--- config.mk ---
export PLATFORM = sky130hd
export DESIGN_NAME = mesh_header_watch_monitor_flat
export DESIGN_NICKNAME = d
export VERILOG_FILES = /design/src/rtl/mhw_pkg.sv /design/src/rtl/mhw_intf.sv /design/src/rtl/mesh_header_watch_monitor.sv /design/src/rtl/mhw_ram.sv /design/src/rtl/mhw_queue.sv /design/src/rtl/mhw_front.sv /design/src/rtl/mhw_back.sv /design/src/flat_wrapper.sv
export SDC_FILE = /design/constraint.sdc
export NUM_CORES = 2
export LEC_CHECK = 0
export BUFFER_PORTS_ARGS = -buffer_cell sky130_fd_sc_hd__buf_2
export CAP_MARGIN = 20
export CORE_UTILIZATION = 45
export DETAILED_ROUTE_END_ITERATION = 12
export PLACE_DENSITY = 0.57
export SKIP_LAST_GASP = 1
export SLEW_MARGIN = 10
export SYNTH_ARGS = -nofsm -noshare
export SYNTH_HDL_FRONTEND = slang
export SYNTH_SLANG_ARGS = --single-unit
--- constraint.sdc ---
create_clock -name clk_i -period 21.8 [get_ports clk_i]
set_clock_uncertainty 0.2 [all_clocks]
set_input_delay 1.09 -clock clk_i [delete_from_list [all_inputs] [get_ports clk_i]]
set_output_delay 1.09 -clock clk_i [all_outputs]
set_load 0.02 [all_outputs]
--- src/rtl/mhw_pkg.sv ---
package mhw_pkg;

  // Entry addresses travel at a width that covers a table of up to 64 entries
  localparam int unsigned IDX_W         = 6;
  localparam int unsigned LEN_W         = 9;
  localparam int unsigned CFG_IDX_W     = 2;
  localparam int unsigned CFG_DATA_W    = 9;
  localparam int unsigned QUEUE_DEPTH   = 2;
  localparam logic [LEN_W-1:0] MAX_LEN       = 9'd256;
  localparam logic [LEN_W-1:0] MIN_HDR_RESET = 9'd16;

  localparam logic [CFG_IDX_W-1:0] CFG_WATCH_COUNT = 2'd0;
  localparam logic [CFG_IDX_W-1:0] CFG_MIN_HDR_LEN = 2'd1;

  typedef enum logic [1:0] {
    CMD_PACKET = 2'd0,
    CMD_WRITE  = 2'd1,
    CMD_READ   = 2'd2,
    CMD_NONE   = 2'd3
  } cmd_e;

  typedef enum logic [2:0] {
    KIND_CRC     = 3'd0,
    KIND_HEARD   = 3'd1,
    KIND_RUNT    = 3'd2,
    KIND_WRITTEN = 3'd3,
    KIND_REJECT  = 3'd4,
    KIND_READ    = 3'd5
  } kind_e;

  typedef struct packed {
    logic [31:0]        seen_ms;
    logic [31:0]        packets;
    logic signed [10:0] level;
    logic [31:0]        direct_ms;
    logic signed [10:0] direct_level;
  } row_t;

  // Classified item handed from front to back
  typedef struct packed {
    kind_e              kind;
    logic signed [3:0]  hops;
    logic               watch_hit;
    logic [3:0]         out_index;
    logic [IDX_W-1:0]   addr;
    logic               direct;
    logic [31:0]        heard_count;
    logic [31:0]        crc_error_count;
    logic [31:0]        runt_count;
    logic [31:0]        now_ms;
    logic signed [10:0] rssi;
  } op_t;

endpackage

--- src/rtl/mhw_intf.sv ---
interface mhw_in_if;
  logic               valid;
  logic               ready;
  logic [1:0]         command;
  logic               rx_crc_error;
  logic [8:0]         pkt_len;
  logic [31:0]        dest_id;
  logic [31:0]        src_id;
  logic [7:0]         hop_flags;
  logic [7:0]         chan_hash;
  logic signed [10:0] rssi_half_db;
  logic signed [7:0]  snr_quarter_db;
  logic [31:0]        now_ms;
  logic [3:0]         entry_index;
  logic [31:0]        entry_id;

  modport source (
    output valid, command, rx_crc_error, pkt_len, dest_id, src_id, hop_flags, chan_hash,
    output rssi_half_db, snr_quarter_db, now_ms, entry_index, entry_id,
    input  ready
  );
  modport sink (
    input  valid, command, rx_crc_error, pkt_len, dest_id, src_id, hop_flags, chan_hash,
    input  rssi_half_db, snr_quarter_db, now_ms, entry_index, entry_id,
    output ready
  );
endinterface

interface mhw_out_if;
  logic               valid;
  logic               ready;
  logic [2:0]         kind;
  logic signed [3:0]  hops;
  logic               watch_hit;
  logic [3:0]         hit_index;
  logic [31:0]        heard_count;
  logic [31:0]        crc_error_count;
  logic [31:0]        runt_count;
  logic [31:0]        entry_last_ms;
  logic [31:0]        entry_packets;
  logic signed [10:0] entry_rssi;
  logic [31:0]        entry_direct_ms;
  logic signed [10:0] entry_direct_rssi;

  modport source (
    output valid, kind, hops, watch_hit, hit_index, heard_count, crc_error_count, runt_count,
    output entry_last_ms, entry_packets, entry_rssi, entry_direct_ms, entry_direct_rssi,
    input  ready
  );
  modport sink (
    input  valid, kind, hops, watch_hit, hit_index, heard_count, crc_error_count, runt_count,
    input  entry_last_ms, entry_packets, entry_rssi, entry_direct_ms, entry_direct_rssi,
    output ready
  );
endinterface

--- src/rtl/mesh_header_watch_monitor.sv ---
// Path: an accepted item passes capture, id compare, classify into the queue, stats RAM read,
// then update and output register.
// Flow: the back end takes no new item until its read then write of the stats RAM is done;
// the front end and the 2-entry queue absorb short bursts.
// Reset: counters, watch ids and row valid bits clear at once; watch_count resets to 0 and
// min_header_len to 16. No clearing pass, items are accepted right after reset.
module mesh_header_watch_monitor #(
  parameter int unsigned WATCH_ENTRIES = 12
) (
  input  logic                            clk_i,
  input  logic                            rst_ni,
  mhw_in_if.sink                          in_i,
  mhw_out_if.source                       out_o,
  input  logic                            cfg_we_i,
  input  logic [mhw_pkg::CFG_IDX_W-1:0]   cfg_idx_i,
  input  logic [mhw_pkg::CFG_DATA_W-1:0]  cfg_wdata_i
);
  import mhw_pkg::*;

  logic [3:0]       watch_count_q;
  logic [LEN_W-1:0] min_hdr_len_q;

  logic op_valid, op_ready, q_valid, q_ready;
  op_t  op_front, op_back;

  always_ff @(posedge clk_i or negedge rst_ni) begin
    if (!rst_ni) begin
      watch_count_q <= '0;
      min_hdr_len_q <= MIN_HDR_RESET;
    end else if (cfg_we_i) begin
      case (cfg_idx_i)
        CFG_WATCH_COUNT: watch_count_q <= cfg_wdata_i[3:0];
        CFG_MIN_HDR_LEN: min_hdr_len_q <= cfg_wdata_i[LEN_W-1:0];
        default: begin
        end
      endcase
    end
  end

  mhw_front #(
    .WATCH_ENTRIES (WATCH_ENTRIES)
  ) u_front (
    .clk_i         (clk_i),
    .rst_ni        (rst_ni),
    .in_i          (in_i),
    .watch_count_i (watch_count_q),
    .min_hdr_len_i (min_hdr_len_q),
    .op_valid_o    (op_valid),
    .op_o          (op_front),
    .op_ready_i    (op_ready)
  );

  mhw_queue u_queue (
    .clk_i        (clk_i),
    .rst_ni       (rst_ni),
    .push_valid_i (op_valid),
    .push_data_i  (op_front),
    .push_ready_o (op_ready),
    .pop_valid_o  (q_valid),
    .pop_data_o   (op_back),
    .pop_ready_i  (q_ready)
  );

  mhw_back #(
    .WATCH_ENTRIES (WATCH_ENTRIES)
  ) u_back (
    .clk_i      (clk_i),
    .rst_ni     (rst_ni),
    .op_valid_i (q_valid),
    .op_i       (op_back),
    .op_ready_o (q_ready),
    .out_o      (out_o)
  );

endmodule

--- src/rtl/mhw_ram.sv ---
module mhw_ram #(
  parameter int unsigned WIDTH = 8,
  parameter int unsigned DEPTH = 16,
  localparam int unsigned AW = (DEPTH > 1) ? $clog2(DEPTH) : 1
) (
  input  logic             clk_i,
  input  logic             we_i,
  input  logic [AW-1:0]    waddr_i,
  input  logic [WIDTH-1:0] wdata_i,
  input  logic             re_i,
  input  logic [AW-1:0]    raddr_i,
  output logic [WIDTH-1:0] rdata_o
);

  logic [WIDTH-1:0] mem_q [DEPTH];
  logic [WIDTH-1:0] rdata_q;

  always_ff @(posedge clk_i) begin
    if (we_i) begin
      mem_q[waddr_i] <= wdata_i;
    end
    if (re_i) begin
      rdata_q <= mem_q[raddr_i];
    end
  end

  assign rdata_o = rdata_q;

endmodule

--- src/rtl/mhw_queue.sv ---
module mhw_queue (
  input  logic           clk_i,
  input  logic           rst_ni,
  input  logic           push_valid_i,
  input  mhw_pkg::op_t   push_data_i,
  output logic           push_ready_o,
  output logic           pop_valid_o,
  output mhw_pkg::op_t   pop_data_o,
  input  logic           pop_ready_i
);
  import mhw_pkg::*;

  localparam int unsigned PW = (QUEUE_DEPTH > 1) ? $clog2(QUEUE_DEPTH) : 1;

  op_t          mem_q [QUEUE_DEPTH];
  logic [PW-1:0] wr_ptr_q, rd_ptr_q;
  logic [PW:0]   count_q;
  logic          push, pop;

  assign push_ready_o = (count_q != (PW+1)'(QUEUE_DEPTH));
  assign pop_valid_o  = (count_q != '0);
  assign pop_data_o   = mem_q[rd_ptr_q];
  assign push         = push_valid_i && push_ready_o;
  assign pop          = pop_valid_o && pop_ready_i;

  always_ff @(posedge clk_i or negedge rst_ni) begin
    if (!rst_ni) begin
      wr_ptr_q <= '0;
      rd_ptr_q <= '0;
      count_q  <= '0;
    end else begin
      if (push) begin
        wr_ptr_q <= (wr_ptr_q == PW'(QUEUE_DEPTH - 1)) ? '0 : wr_ptr_q + 1'b1;
      end
      if (pop) begin
        rd_ptr_q <= (rd_ptr_q == PW'(QUEUE_DEPTH - 1)) ? '0 : rd_ptr_q + 1'b1;
      end
      if (push && !pop) begin
        count_q <= count_q + 1'b1;
      end else if (pop && !push) begin
        count_q <= count_q - 1'b1;
      end
    end
  end

  always_ff @(posedge clk_i) begin
    if (push) begin
      mem_q[wr_ptr_q] <= push_data_i;
    end
  end

endmodule

--- src/rtl/mhw_front.sv ---
module mhw_front #(
  parameter int unsigned WATCH_ENTRIES = 12
) (
  input  logic                         clk_i,
  input  logic                         rst_ni,
  mhw_in_if.sink                       in_i,
  input  logic [3:0]                   watch_count_i,
  input  logic [mhw_pkg::LEN_W-1:0]    min_hdr_len_i,
  output logic                         op_valid_o,
  output mhw_pkg::op_t                 op_o,
  input  logic                         op_ready_i
);
  import mhw_pkg::*;

  localparam int unsigned EW = (WATCH_ENTRIES > 1) ? $clog2(WATCH_ENTRIES) : 1;

  // stage 0: captured item
  logic               s0_valid_q;
  cmd_e               s0_cmd_q;
  logic               s0_crc_q;
  logic [LEN_W-1:0]   s0_len_q;
  logic [31:0]        s0_src_q;
  logic [7:0]         s0_flags_q;
  logic signed [10:0] s0_rssi_q;
  logic [31:0]        s0_now_q;
  logic [3:0]         s0_idx_q;
  logic [31:0]        s0_id_q;

  // stage 1: id compare done
  logic                     s1_valid_q;
  cmd_e                     s1_cmd_q;
  logic                     s1_crc_q;
  logic [LEN_W-1:0]         s1_len_q;
  logic [7:0]               s1_flags_q;
  logic signed [10:0]       s1_rssi_q;
  logic [31:0]              s1_now_q;
  logic [3:0]               s1_idx_q;
  logic                     s1_reject_q;
  logic [WATCH_ENTRIES-1:0] s1_match_q;

  logic [31:0] ids_q [WATCH_ENTRIES];
  logic [31:0] heard_q, crc_q, runt_q;
  logic [31:0] heard_d, crc_d, runt_d;

  logic                     s1_free, s1_adv, s0_adv, push;
  logic                     s0_in_range, s0_reject, s0_id_load;
  logic [WATCH_ENTRIES-1:0] match_d;
  logic                     hit;
  logic [IDX_W-1:0]         hit_idx;
  logic [LEN_W-1:0]         len_c;
  logic [2:0]               flag_limit, flag_start;
  logic                     known;
  op_t                      op_d;

  assign push    = s1_valid_q && (s1_cmd_q != CMD_NONE) && op_ready_i;
  assign s1_adv  = s1_valid_q && ((s1_cmd_q == CMD_NONE) || op_ready_i);
  assign s1_free = !s1_valid_q || s1_adv;
  assign s0_adv  = s0_valid_q && s1_free;
  assign in_i.ready = !s0_valid_q || s1_free;

  assign s0_in_range = ({28'd0, s0_idx_q} < 32'(WATCH_ENTRIES));
  assign s0_reject   = !s0_in_range || ((s0_cmd_q == CMD_WRITE) && (s0_id_q == '0));
  assign s0_id_load  = s0_adv && (s0_cmd_q == CMD_WRITE) && !s0_reject;

  always_comb begin
    for (int i = 0; i < WATCH_ENTRIES; i++) begin
      match_d[i] = (32'(i) < {28'd0, watch_count_i}) && (ids_q[i] == s0_src_q);
    end
  end

  always_ff @(posedge clk_i or negedge rst_ni) begin
    if (!rst_ni) begin
      s0_valid_q <= 1'b0;
      s1_valid_q <= 1'b0;
      heard_q    <= '0;
      crc_q      <= '0;
      runt_q     <= '0;
      for (int i = 0; i < WATCH_ENTRIES; i++) begin
        ids_q[i] <= '0;
      end
    end else begin
      if (in_i.valid && in_i.ready) begin
        s0_valid_q <= 1'b1;
      end else if (s0_adv) begin
        s0_valid_q <= 1'b0;
      end
      if (s0_adv) begin
        s1_valid_q <= 1'b1;
      end else if (s1_adv) begin
        s1_valid_q <= 1'b0;
      end
      if (s0_id_load) begin
        ids_q[EW'(s0_idx_q)] <= s0_id_q;
      end
      if (push) begin
        heard_q <= heard_d;
        crc_q   <= crc_d;
        runt_q  <= runt_d;
      end
    end
  end

  always_ff @(posedge clk_i) begin
    if (in_i.valid && in_i.ready) begin
      s0_cmd_q   <= cmd_e'(in_i.command);
      s0_crc_q   <= in_i.rx_crc_error;
      s0_len_q   <= in_i.pkt_len;
      s0_src_q   <= in_i.src_id;
      s0_flags_q <= in_i.hop_flags;
      s0_rssi_q  <= in_i.rssi_half_db;
      s0_now_q   <= in_i.now_ms;
      s0_idx_q   <= in_i.entry_index;
      s0_id_q    <= in_i.entry_id;
    end
    if (s0_adv) begin
      s1_cmd_q    <= s0_cmd_q;
      s1_crc_q    <= s0_crc_q;
      s1_len_q    <= s0_len_q;
      s1_flags_q  <= s0_flags_q;
      s1_rssi_q   <= s0_rssi_q;
      s1_now_q    <= s0_now_q;
      s1_idx_q    <= s0_idx_q;
      s1_reject_q <= s0_reject;
      s1_match_q  <= match_d;
    end
  end

  // lowest matching entry wins
  always_comb begin
    hit     = 1'b0;
    hit_idx = '0;
    for (int i = WATCH_ENTRIES - 1; i >= 0; i--) begin
      if (s1_match_q[i]) begin
        hit     = 1'b1;
        hit_idx = IDX_W'(i);
      end
    end
  end

  assign len_c      = (s1_len_q > MAX_LEN) ? MAX_LEN : s1_len_q;
  assign flag_limit = s1_flags_q[2:0];
  assign flag_start = s1_flags_q[7:5];
  assign known      = (flag_start >= flag_limit);

  always_comb begin
    heard_d = heard_q;
    crc_d   = crc_q;
    runt_d  = runt_q;
    op_d    = '0;
    op_d.kind   = KIND_CRC;
    op_d.hops   = -4'sd1;
    op_d.now_ms = s1_now_q;
    op_d.rssi   = s1_rssi_q;
    case (s1_cmd_q)
      CMD_PACKET: begin
        if (s1_crc_q) begin
          crc_d     = crc_q + 32'd1;
          op_d.kind = KIND_CRC;
        end else if (len_c < min_hdr_len_i) begin
          runt_d    = runt_q + 32'd1;
          op_d.kind = KIND_RUNT;
        end else begin
          heard_d        = heard_q + 32'd1;
          op_d.kind      = KIND_HEARD;
          op_d.hops      = known ? $signed({1'b0, flag_start - flag_limit}) : -4'sd1;
          op_d.direct    = known && (flag_start == flag_limit);
          op_d.watch_hit = hit;
          op_d.out_index = hit ? 4'(hit_idx) : 4'd0;
          op_d.addr      = hit_idx;
        end
      end
      CMD_WRITE: begin
        op_d.kind      = s1_reject_q ? KIND_REJECT : KIND_WRITTEN;
        op_d.out_index = s1_idx_q;
        op_d.addr      = s1_reject_q ? '0 : IDX_W'(s1_idx_q);
      end
      CMD_READ: begin
        op_d.kind      = s1_reject_q ? KIND_REJECT : KIND_READ;
        op_d.out_index = s1_idx_q;
        op_d.addr      = s1_reject_q ? '0 : IDX_W'(s1_idx_q);
      end
      default: begin
      end
    endcase
    op_d.heard_count     = heard_d;
    op_d.crc_error_count = crc_d;
    op_d.runt_count      = runt_d;
  end

  assign op_valid_o = s1_valid_q && (s1_cmd_q != CMD_NONE);
  assign op_o       = op_d;

endmodule

--- src/rtl/mhw_back.sv ---
module mhw_back #(
  parameter int unsigned WATCH_ENTRIES = 12
) (
  input  logic          clk_i,
  input  logic          rst_ni,
  input  logic          op_valid_i,
  input  mhw_pkg::op_t  op_i,
  output logic          op_ready_o,
  mhw_out_if.source     out_o
);
  import mhw_pkg::*;

  localparam int unsigned EW = (WATCH_ENTRIES > 1) ? $clog2(WATCH_ENTRIES) : 1;
  localparam logic BK_IDLE = 1'b0;
  localparam logic BK_UPD  = 1'b1;

  logic                     state_q, state_d;
  op_t                      op_q;
  logic [WATCH_ENTRIES-1:0] row_valid_q;
  row_t                     rd_row, old_row, new_row;
  logic [EW-1:0]            rd_addr, op_addr;
  logic                     take, commit, out_free, ram_we;

  logic               out_valid_q;
  kind_e              out_kind_q;
  logic signed [3:0]  out_hops_q;
  logic               out_hit_q;
  logic [3:0]         out_index_q;
  logic [31:0]        out_heard_q, out_crc_q, out_runt_q;
  logic [31:0]        out_last_ms_q, out_packets_q, out_direct_ms_q;
  logic signed [10:0] out_rssi_q, out_direct_rssi_q;

  assign take       = (state_q == BK_IDLE) && op_valid_i;
  assign op_ready_o = (state_q == BK_IDLE);
  assign rd_addr    = EW'(op_i.addr);
  assign op_addr    = EW'(op_q.addr);
  assign out_free   = !out_valid_q || out_o.ready;
  assign commit     = (state_q == BK_UPD) && out_free;
  assign ram_we     = commit && (((op_q.kind == KIND_HEARD) && op_q.watch_hit) ||
                                 (op_q.kind == KIND_WRITTEN));

  mhw_ram #(
    .WIDTH ($bits(row_t)),
    .DEPTH (WATCH_ENTRIES)
  ) u_stats_ram (
    .clk_i   (clk_i),
    .we_i    (ram_we),
    .waddr_i (op_addr),
    .wdata_i (new_row),
    .re_i    (take),
    .raddr_i (rd_addr),
    .rdata_o (rd_row)
  );

  // never-written rows read as zero
  assign old_row = row_valid_q[op_addr] ? rd_row : '0;

  always_comb begin
    new_row = old_row;
    case (op_q.kind)
      KIND_HEARD: begin
        new_row.seen_ms = op_q.now_ms;
        new_row.packets = old_row.packets + 32'd1;
        new_row.level   = op_q.rssi;
        if (op_q.direct) begin
          new_row.direct_ms    = op_q.now_ms;
          new_row.direct_level = op_q.rssi;
        end
      end
      KIND_WRITTEN: new_row = '0;
      default: begin
      end
    endcase
  end

  always_comb begin
    state_d = state_q;
    case (state_q)
      BK_IDLE: if (take) state_d = BK_UPD;
      BK_UPD:  if (commit) state_d = BK_IDLE;
      default: state_d = BK_IDLE;
    endcase
  end

  always_ff @(posedge clk_i or negedge rst_ni) begin
    if (!rst_ni) begin
      state_q     <= BK_IDLE;
      row_valid_q <= '0;
      out_valid_q <= 1'b0;
    end else begin
      state_q <= state_d;
      if (ram_we) begin
        row_valid_q[op_addr] <= 1'b1;
      end
      if (commit) begin
        out_valid_q <= 1'b1;
      end else if (out_o.ready) begin
        out_valid_q <= 1'b0;
      end
    end
  end

  always_ff @(posedge clk_i) begin
    if (take) begin
      op_q <= op_i;
    end
    if (commit) begin
      out_kind_q  <= op_q.kind;
      out_hops_q  <= op_q.hops;
      out_hit_q   <= op_q.watch_hit;
      out_index_q <= op_q.out_index;
      out_heard_q <= op_q.heard_count;
      out_crc_q   <= op_q.crc_error_count;
      out_runt_q  <= op_q.runt_count;
      if (op_q.kind == KIND_READ) begin
        out_last_ms_q     <= old_row.seen_ms;
        out_packets_q     <= old_row.packets;
        out_rssi_q        <= old_row.level;
        out_direct_ms_q   <= old_row.direct_ms;
        out_direct_rssi_q <= old_row.direct_level;
      end else begin
        out_last_ms_q     <= '0;
        out_packets_q     <= '0;
        out_rssi_q        <= '0;
        out_direct_ms_q   <= '0;
        out_direct_rssi_q <= '0;
      end
    end
  end

  assign out_o.valid             = out_valid_q;
  assign out_o.kind              = out_kind_q;
  assign out_o.hops              = out_hops_q;
  assign out_o.watch_hit         = out_hit_q;
  assign out_o.hit_index         = out_index_q;
  assign out_o.heard_count       = out_heard_q;
  assign out_o.crc_error_count   = out_crc_q;
  assign out_o.runt_count        = out_runt_q;
  assign out_o.entry_last_ms     = out_last_ms_q;
  assign out_o.entry_packets     = out_packets_q;
  assign out_o.entry_rssi        = out_rssi_q;
  assign out_o.entry_direct_ms   = out_direct_ms_q;
  assign out_o.entry_direct_rssi = out_direct_rssi_q;

`ifndef NO_ASSERTIONS
  a_take_moves_on: assert property (@(posedge clk_i) disable iff (!rst_ni)
    (state_q == BK_IDLE && op_valid_i) |=> (state_q == BK_UPD))
    else $error("back did not enter update after taking an item");

  a_write_in_update: assert property (@(posedge clk_i) disable iff (!rst_ni)
    ram_we |-> (state_q == BK_UPD && out_free))
    else $error("stats write outside commit");

  a_row_marked: assert property (@(posedge clk_i) disable iff (!rst_ni)
    ram_we |=> row_valid_q[$past(op_addr)])
    else $error("written row not marked valid");

  a_stats_only_on_read: assert property (@(posedge clk_i) disable iff (!rst_ni)
    (out_valid_q && out_kind_q != KIND_READ) |->
      (out_packets_q == '0 && out_last_ms_q == '0 && out_direct_ms_q == '0))
    else $error("entry stats on a non-read result");
`endif

endmodule

--- src/flat_wrapper.sv ---
// flat-port wrapper written by rule: the top's interface ports become plain ports
module mesh_header_watch_monitor_flat import mhw_pkg::*;
#(
  parameter int unsigned WATCH_ENTRIES = 12
)
  (clk_i, rst_ni, cfg_we_i, cfg_idx_i, cfg_wdata_i, in_i_valid, in_i_command, in_i_rx_crc_error, in_i_pkt_len, in_i_dest_id, in_i_src_id, in_i_hop_flags, in_i_chan_hash, in_i_rssi_half_db, in_i_snr_quarter_db, in_i_now_ms, in_i_entry_index, in_i_entry_id, in_i_ready, out_o_valid, out_o_kind, out_o_hops, out_o_watch_hit, out_o_hit_index, out_o_heard_count, out_o_crc_error_count, out_o_runt_count, out_o_entry_last_ms, out_o_entry_packets, out_o_entry_rssi, out_o_entry_direct_ms, out_o_entry_direct_rssi, out_o_ready);
  mhw_in_if in_i_i ();
  mhw_out_if out_o_i ();
  input  logic clk_i;
  input  logic rst_ni;
  input  logic cfg_we_i;
  input  logic [mhw_pkg::CFG_IDX_W-1:0] cfg_idx_i;
  input  logic [mhw_pkg::CFG_DATA_W-1:0] cfg_wdata_i;
  input wire logic [$bits(in_i_i.valid)-1:0] in_i_valid;
  input wire logic [$bits(in_i_i.command)-1:0] in_i_command;
  input wire logic [$bits(in_i_i.rx_crc_error)-1:0] in_i_rx_crc_error;
  input wire logic [$bits(in_i_i.pkt_len)-1:0] in_i_pkt_len;
  input wire logic [$bits(in_i_i.dest_id)-1:0] in_i_dest_id;
  input wire logic [$bits(in_i_i.src_id)-1:0] in_i_src_id;
  input wire logic [$bits(in_i_i.hop_flags)-1:0] in_i_hop_flags;
  input wire logic [$bits(in_i_i.chan_hash)-1:0] in_i_chan_hash;
  input wire logic [$bits(in_i_i.rssi_half_db)-1:0] in_i_rssi_half_db;
  input wire logic [$bits(in_i_i.snr_quarter_db)-1:0] in_i_snr_quarter_db;
  input wire logic [$bits(in_i_i.now_ms)-1:0] in_i_now_ms;
  input wire logic [$bits(in_i_i.entry_index)-1:0] in_i_entry_index;
  input wire logic [$bits(in_i_i.entry_id)-1:0] in_i_entry_id;
  output wire logic [$bits(in_i_i.ready)-1:0] in_i_ready;
  output wire logic [$bits(out_o_i.valid)-1:0] out_o_valid;
  output wire logic [$bits(out_o_i.kind)-1:0] out_o_kind;
  output wire logic [$bits(out_o_i.hops)-1:0] out_o_hops;
  output wire logic [$bits(out_o_i.watch_hit)-1:0] out_o_watch_hit;
  output wire logic [$bits(out_o_i.hit_index)-1:0] out_o_hit_index;
  output wire logic [$bits(out_o_i.heard_count)-1:0] out_o_heard_count;
  output wire logic [$bits(out_o_i.crc_error_count)-1:0] out_o_crc_error_count;
  output wire logic [$bits(out_o_i.runt_count)-1:0] out_o_runt_count;
  output wire logic [$bits(out_o_i.entry_last_ms)-1:0] out_o_entry_last_ms;
  output wire logic [$bits(out_o_i.entry_packets)-1:0] out_o_entry_packets;
  output wire logic [$bits(out_o_i.entry_rssi)-1:0] out_o_entry_rssi;
  output wire logic [$bits(out_o_i.entry_direct_ms)-1:0] out_o_entry_direct_ms;
  output wire logic [$bits(out_o_i.entry_direct_rssi)-1:0] out_o_entry_direct_rssi;
  input wire logic [$bits(out_o_i.ready)-1:0] out_o_ready;
  assign in_i_i.valid = in_i_valid;
  assign in_i_i.command = in_i_command;
  assign in_i_i.rx_crc_error = in_i_rx_crc_error;
  assign in_i_i.pkt_len = in_i_pkt_len;
  assign in_i_i.dest_id = in_i_dest_id;
  assign in_i_i.src_id = in_i_src_id;
  assign in_i_i.hop_flags = in_i_hop_flags;
  assign in_i_i.chan_hash = in_i_chan_hash;
  assign in_i_i.rssi_half_db = in_i_rssi_half_db;
  assign in_i_i.snr_quarter_db = in_i_snr_quarter_db;
  assign in_i_i.now_ms = in_i_now_ms;
  assign in_i_i.entry_index = in_i_entry_index;
  assign in_i_i.entry_id = in_i_entry_id;
  assign in_i_ready = in_i_i.ready;
  assign out_o_valid = out_o_i.valid;
  assign out_o_kind = out_o_i.kind;
  assign out_o_hops = out_o_i.hops;
  assign out_o_watch_hit = out_o_i.watch_hit;
  assign out_o_hit_index = out_o_i.hit_index;
  assign out_o_heard_count = out_o_i.heard_count;
  assign out_o_crc_error_count = out_o_i.crc_error_count;
  assign out_o_runt_count = out_o_i.runt_count;
  assign out_o_entry_last_ms = out_o_i.entry_last_ms;
  assign out_o_entry_packets = out_o_i.entry_packets;
  assign out_o_entry_rssi = out_o_i.entry_rssi;
  assign out_o_entry_direct_ms = out_o_i.entry_direct_ms;
  assign out_o_entry_direct_rssi = out_o_i.entry_direct_rssi;
  assign out_o_i.ready = out_o_ready;
  mesh_header_watch_monitor #(.WATCH_ENTRIES(WATCH_ENTRIES)) u_core (.clk_i(clk_i), .rst_ni(rst_ni), .in_i(in_i_i), .out_o(out_o_i), .cfg_we_i(cfg_we_i), .cfg_idx_i(cfg_idx_i), .cfg_wdata_i(cfg_wdata_i));
endmodule
==> metrics.yaml <==
status:
  status: "finished, final reports clean"
cts:
  cts_made_buffers: 326
  htree_num_levels: 5
  cts_hold_buf: 1
  path_clk_slew_ns: 0.06
  cts_tree: "yes"
  clock_path_buffers: 4
  clkLatencyLatePin_ns: 0.98
  cts_resized: 0
  cts-root-buf: "clkbuf_16"
  cts_num_sinks: 2948
  post-cts-setup-buffers: 0
final_layout:
  final_common_cell: "edfxtp_1"
  n_fill_cell: 21400
  seq_area_um2: 86000
  area.growth.synth_to_final_pct: 13.7
  final_util_pct: 51.6
  multiInputGateArea_um2: 29100
  final_area_um2: 133000
  drive_above_1_share_pct: 17.9
  final_cell_mix: "2,435 x edfxtp_1, 1,537 x nand2_1, 651 x nand3_1, 511 x dfrtp_1, 502 x mux2_2"
  nNetsFinal: 8681
yosys:
  syn-num-nets: 8309
  async_flop_share_pct: 17.4
  syn_avg_cell_area_um2: 14.5
  yosysUniqueCellTypes: 67
  synth_seq_cells: 2948
  synth_edf_count: 2435
  syn-cell-area_um2: 117000
  ys_seq_area_share_pct: 73.5
  synth_warnings: 0
  synth_ff_type: "edfxtp_1"
  syn_inst: 8092
worst_setup_path:
  critPathLaunchType: "flip-flop"
  r2r_slack_ns: 16.55
  cp-end-kind: "flip-flop"
  r2r_cells: 10
  r2r_end: "u_core.u_back.u_stats_ram.rdata_o[72]"
  r2r_start: "u_core.u_queue.rd_ptr_q"
  crit_type: "flip-flop to flip-flop"
  cp.arrival_ns: 5.82
  path_max_fanout: 165
  crit_required_ns: 22.37
power:
  fin_total_pwr_mw: 18.5
  intPower_mw: 12.4
  p_clk_share_pct: 28.7
  seqPwrFrac_pct: 46.1
  ir_drop_mv: 0.178
  share_comb_of_total_power_pct: 25.2
  power.leakage_nw: 49.1
  swShare_pct: 32.8
  p_per_area_nw_per_um2: 139
  p_switching_mw: 6.06
hold_path:
  hold_path_end: "u_core.u_front.s0_src_q[12]"
  hold_path_depth: 1
  min_from: "in_i_src_id[12]"
  hp-class: "input port to flip-flop"
route:
  wl_per_cell_um: 25.7
  drtPass1Iterations: 5
  drt-initial-drc-count: 6180
  drcViolationCount: 0
  wl_met2_mm: 149
  route.layer.met1.wl_mm: 133
  top_layer: "met4"
  ant_nets: 0
  routed_wl_mm: 311
  routed_via_density: 5.61
  vias: 67800
  wl_met3_mm: 19.7
global_route:
  antenna_found_initial: 27
  grt_max_degree: 192
  grt.overflow.total: 0
  grt_pass1_vias: 66700
  grt_use_total_pct: 23.5
  grt_pass1_wl_mm: 453
die:
  rows: 186
  die_y_um: 512
  core-area_um2: 258000
  die_x_um: 512
  io_pins: 423
  dieArea_um2: 262000
  start_util_pct: 45.4
place:
  port_buffers: 372
  dpl_cell_area_um2: 123000
  hpwlAfterDp_mm: 170
  post-place-ws_ns: 16.27
  finalWeightedCongestion: 0.804
timing:
  setup_viol: 0
  fin_crit_sh_pct: 24.1
  grt_setup_unrepaired: "false"
  relSlewSlack_pct: 2.31
  max_freq_mhz: 190
  fin_crit_ns: 5.25
  tns_ns: 0
  layout_setup_ws_ns: 16.55
  finalHoldViolations: 0
  tightestPinTransition_ns: 1.47
  drv_slew: 0
run:
  maxCapViolations: 0
[cell families after synthesis]
kind of cell	synth area share [%]
AOI/OAI and AO/OA	3.13
xor gates and xnor gates	4.28
adders and majority gates	0.242
buffers and inverters	1.78
DFF	73.5
muxes	5.51
and+or+nand+nor	11.5
[worst max path at each step]
stage | slack, ns | cells after the start | end | start
floorplan | 11.11 | 6 | u_core.u_back.row_valid_q[3] | out_o_ready
global placement | 16.29 | 8 | u_core.u_back.u_stats_ram.mem_q[4][6] | out_o_ready
detailed placement | 16.27 | 8 | u_core.u_back.u_stats_ram.mem_q[4][6] | out_o_ready
CTS | 16.43 | 10 | u_core.u_back.u_stats_ram.rdata_o[72] | u_core.u_queue.rd_ptr_q
global route | 16.09 | 10 | u_core.u_back.u_stats_ram.rdata_o[75] | u_core.u_queue.rd_ptr_q
finish | 16.55 | 10 | u_core.u_back.u_stats_ram.rdata_o[72] | u_core.u_queue.rd_ptr_q
[critical path, stage by stage, from the launching register on]
cell	delay, ns
dfrtp_4	0.52
buf_4	0.74
mux2i_4	0.38
inv_8	0.65
buf_12	0.60
buf_4	0.88
nand2_1	0.15
and3_1	0.23
a311oi_1	0.26
a31oi_1	0.08
o21ai_1	0.19
[state kept, by name, summed over array words and instances (netlist names), 12 cells and up]
register / cells
u_core.u_back.out_o.entry_last_ms: 32
u_core.u_front.heard_q: 32
u_core.u_front.s1_now_q: 32
u_core.u_front.crc_q: 32
u_core.u_front.s0_now_q: 32
u_core.u_front.s0_id_q: 32
u_core.u_back.out_o.heard_count: 32
u_core.u_back.out_o.crc_error_count: 32
u_core.u_back.op_q: 152
u_core.u_front.s0_src_q: 32
u_core.u_back.u_stats_ram.mem_q: 1416
u_core.u_back.out_o.entry_packets: 32
u_core.u_front.ids_q: 384
u_core.u_back.row_valid_q: 12
u_core.u_front.runt_q: 32
u_core.u_queue.mem_q: 312
u_core.u_back.out_o.entry_direct_ms: 32
u_core.u_back.out_o.runt_count: 32
u_core.u_back.u_stats_ram.rdata_o: 118
u_core.u_front.s1_match_q: 12
[Yosys cell counts, types with 111 or more instances]
library cell | n | share of area (%)
dfrtp_1 | 512 | 11
a31oi_1 | 119 | 0.64
nor2_1 | 111 | 0.36
a311oi_1 | 118 | 0.88
clkbuf_1 | 336 | 1.1
edfxtp_1 | 2435 | 63
and2_1 | 130 | 0.70
nand4_1 | 111 | 0.59
nand3_1 | 651 | 2.8
and3_1 | 139 | 0.74
nand2_1 | 1537 | 4.9
xnor2_1 | 354 | 2.7
mux2_2 | 503 | 4.8
xor2_1 | 218 | 1.6
[per-layer routing]
| layer | vias up | GRT usage, % |
|---|---|---|
| met3 | 505 | 3.76 |
| met5 | - | 0 |
| met1 | 34700 | 32.3 |
| li1 | 30300 | - |
| met4 | 0 | 7.22 |
| met2 | 2270 | 38.2 |
[cell type report]
| type | count | share of cell area (%) |
|---|---|---|
| antenna | 8 | 0.0151 |
| clock inverter | 149 | 1.08 |
| sequential | 2948 | 64.7 |
| timing repair buffer | 527 | 2.43 |
| inverter | 33 | 0.123 |
| multi-input combinational | 4628 | 21.9 |
| tap | 3384 | 3.19 |
| clock buffer | 412 | 6.57 |
[power by group through the flow]
stage / clock network [mW] / logic [mW] / registers, mW
4_1_cts: 5.41 / 4.69 / 8.51
3_3_place_gp: 0 / 4.58 / 8.59
2_1_floorplan: 0 / 2.91 / 8.64
6_report: 5.30 / 4.65 / 8.50
3_5_place_dp: 0 / 4.67 / 8.61
5_1_grt: 5.61 / 5.06 / 8.58
[through the flow]
| step | cells | hold slack, ns |
|---|---|---|
| floorplan | 8092 | 0.200 |
| global route | 12100 | 0.0390 |
| detailed placement | 11500 | 0.205 |
| finish | 12100 | 0.0967 |
| global placement | 11500 | 0.202 |
| CTS | 12100 | 0.0185 |
Power figures use the tool's default switching activity.
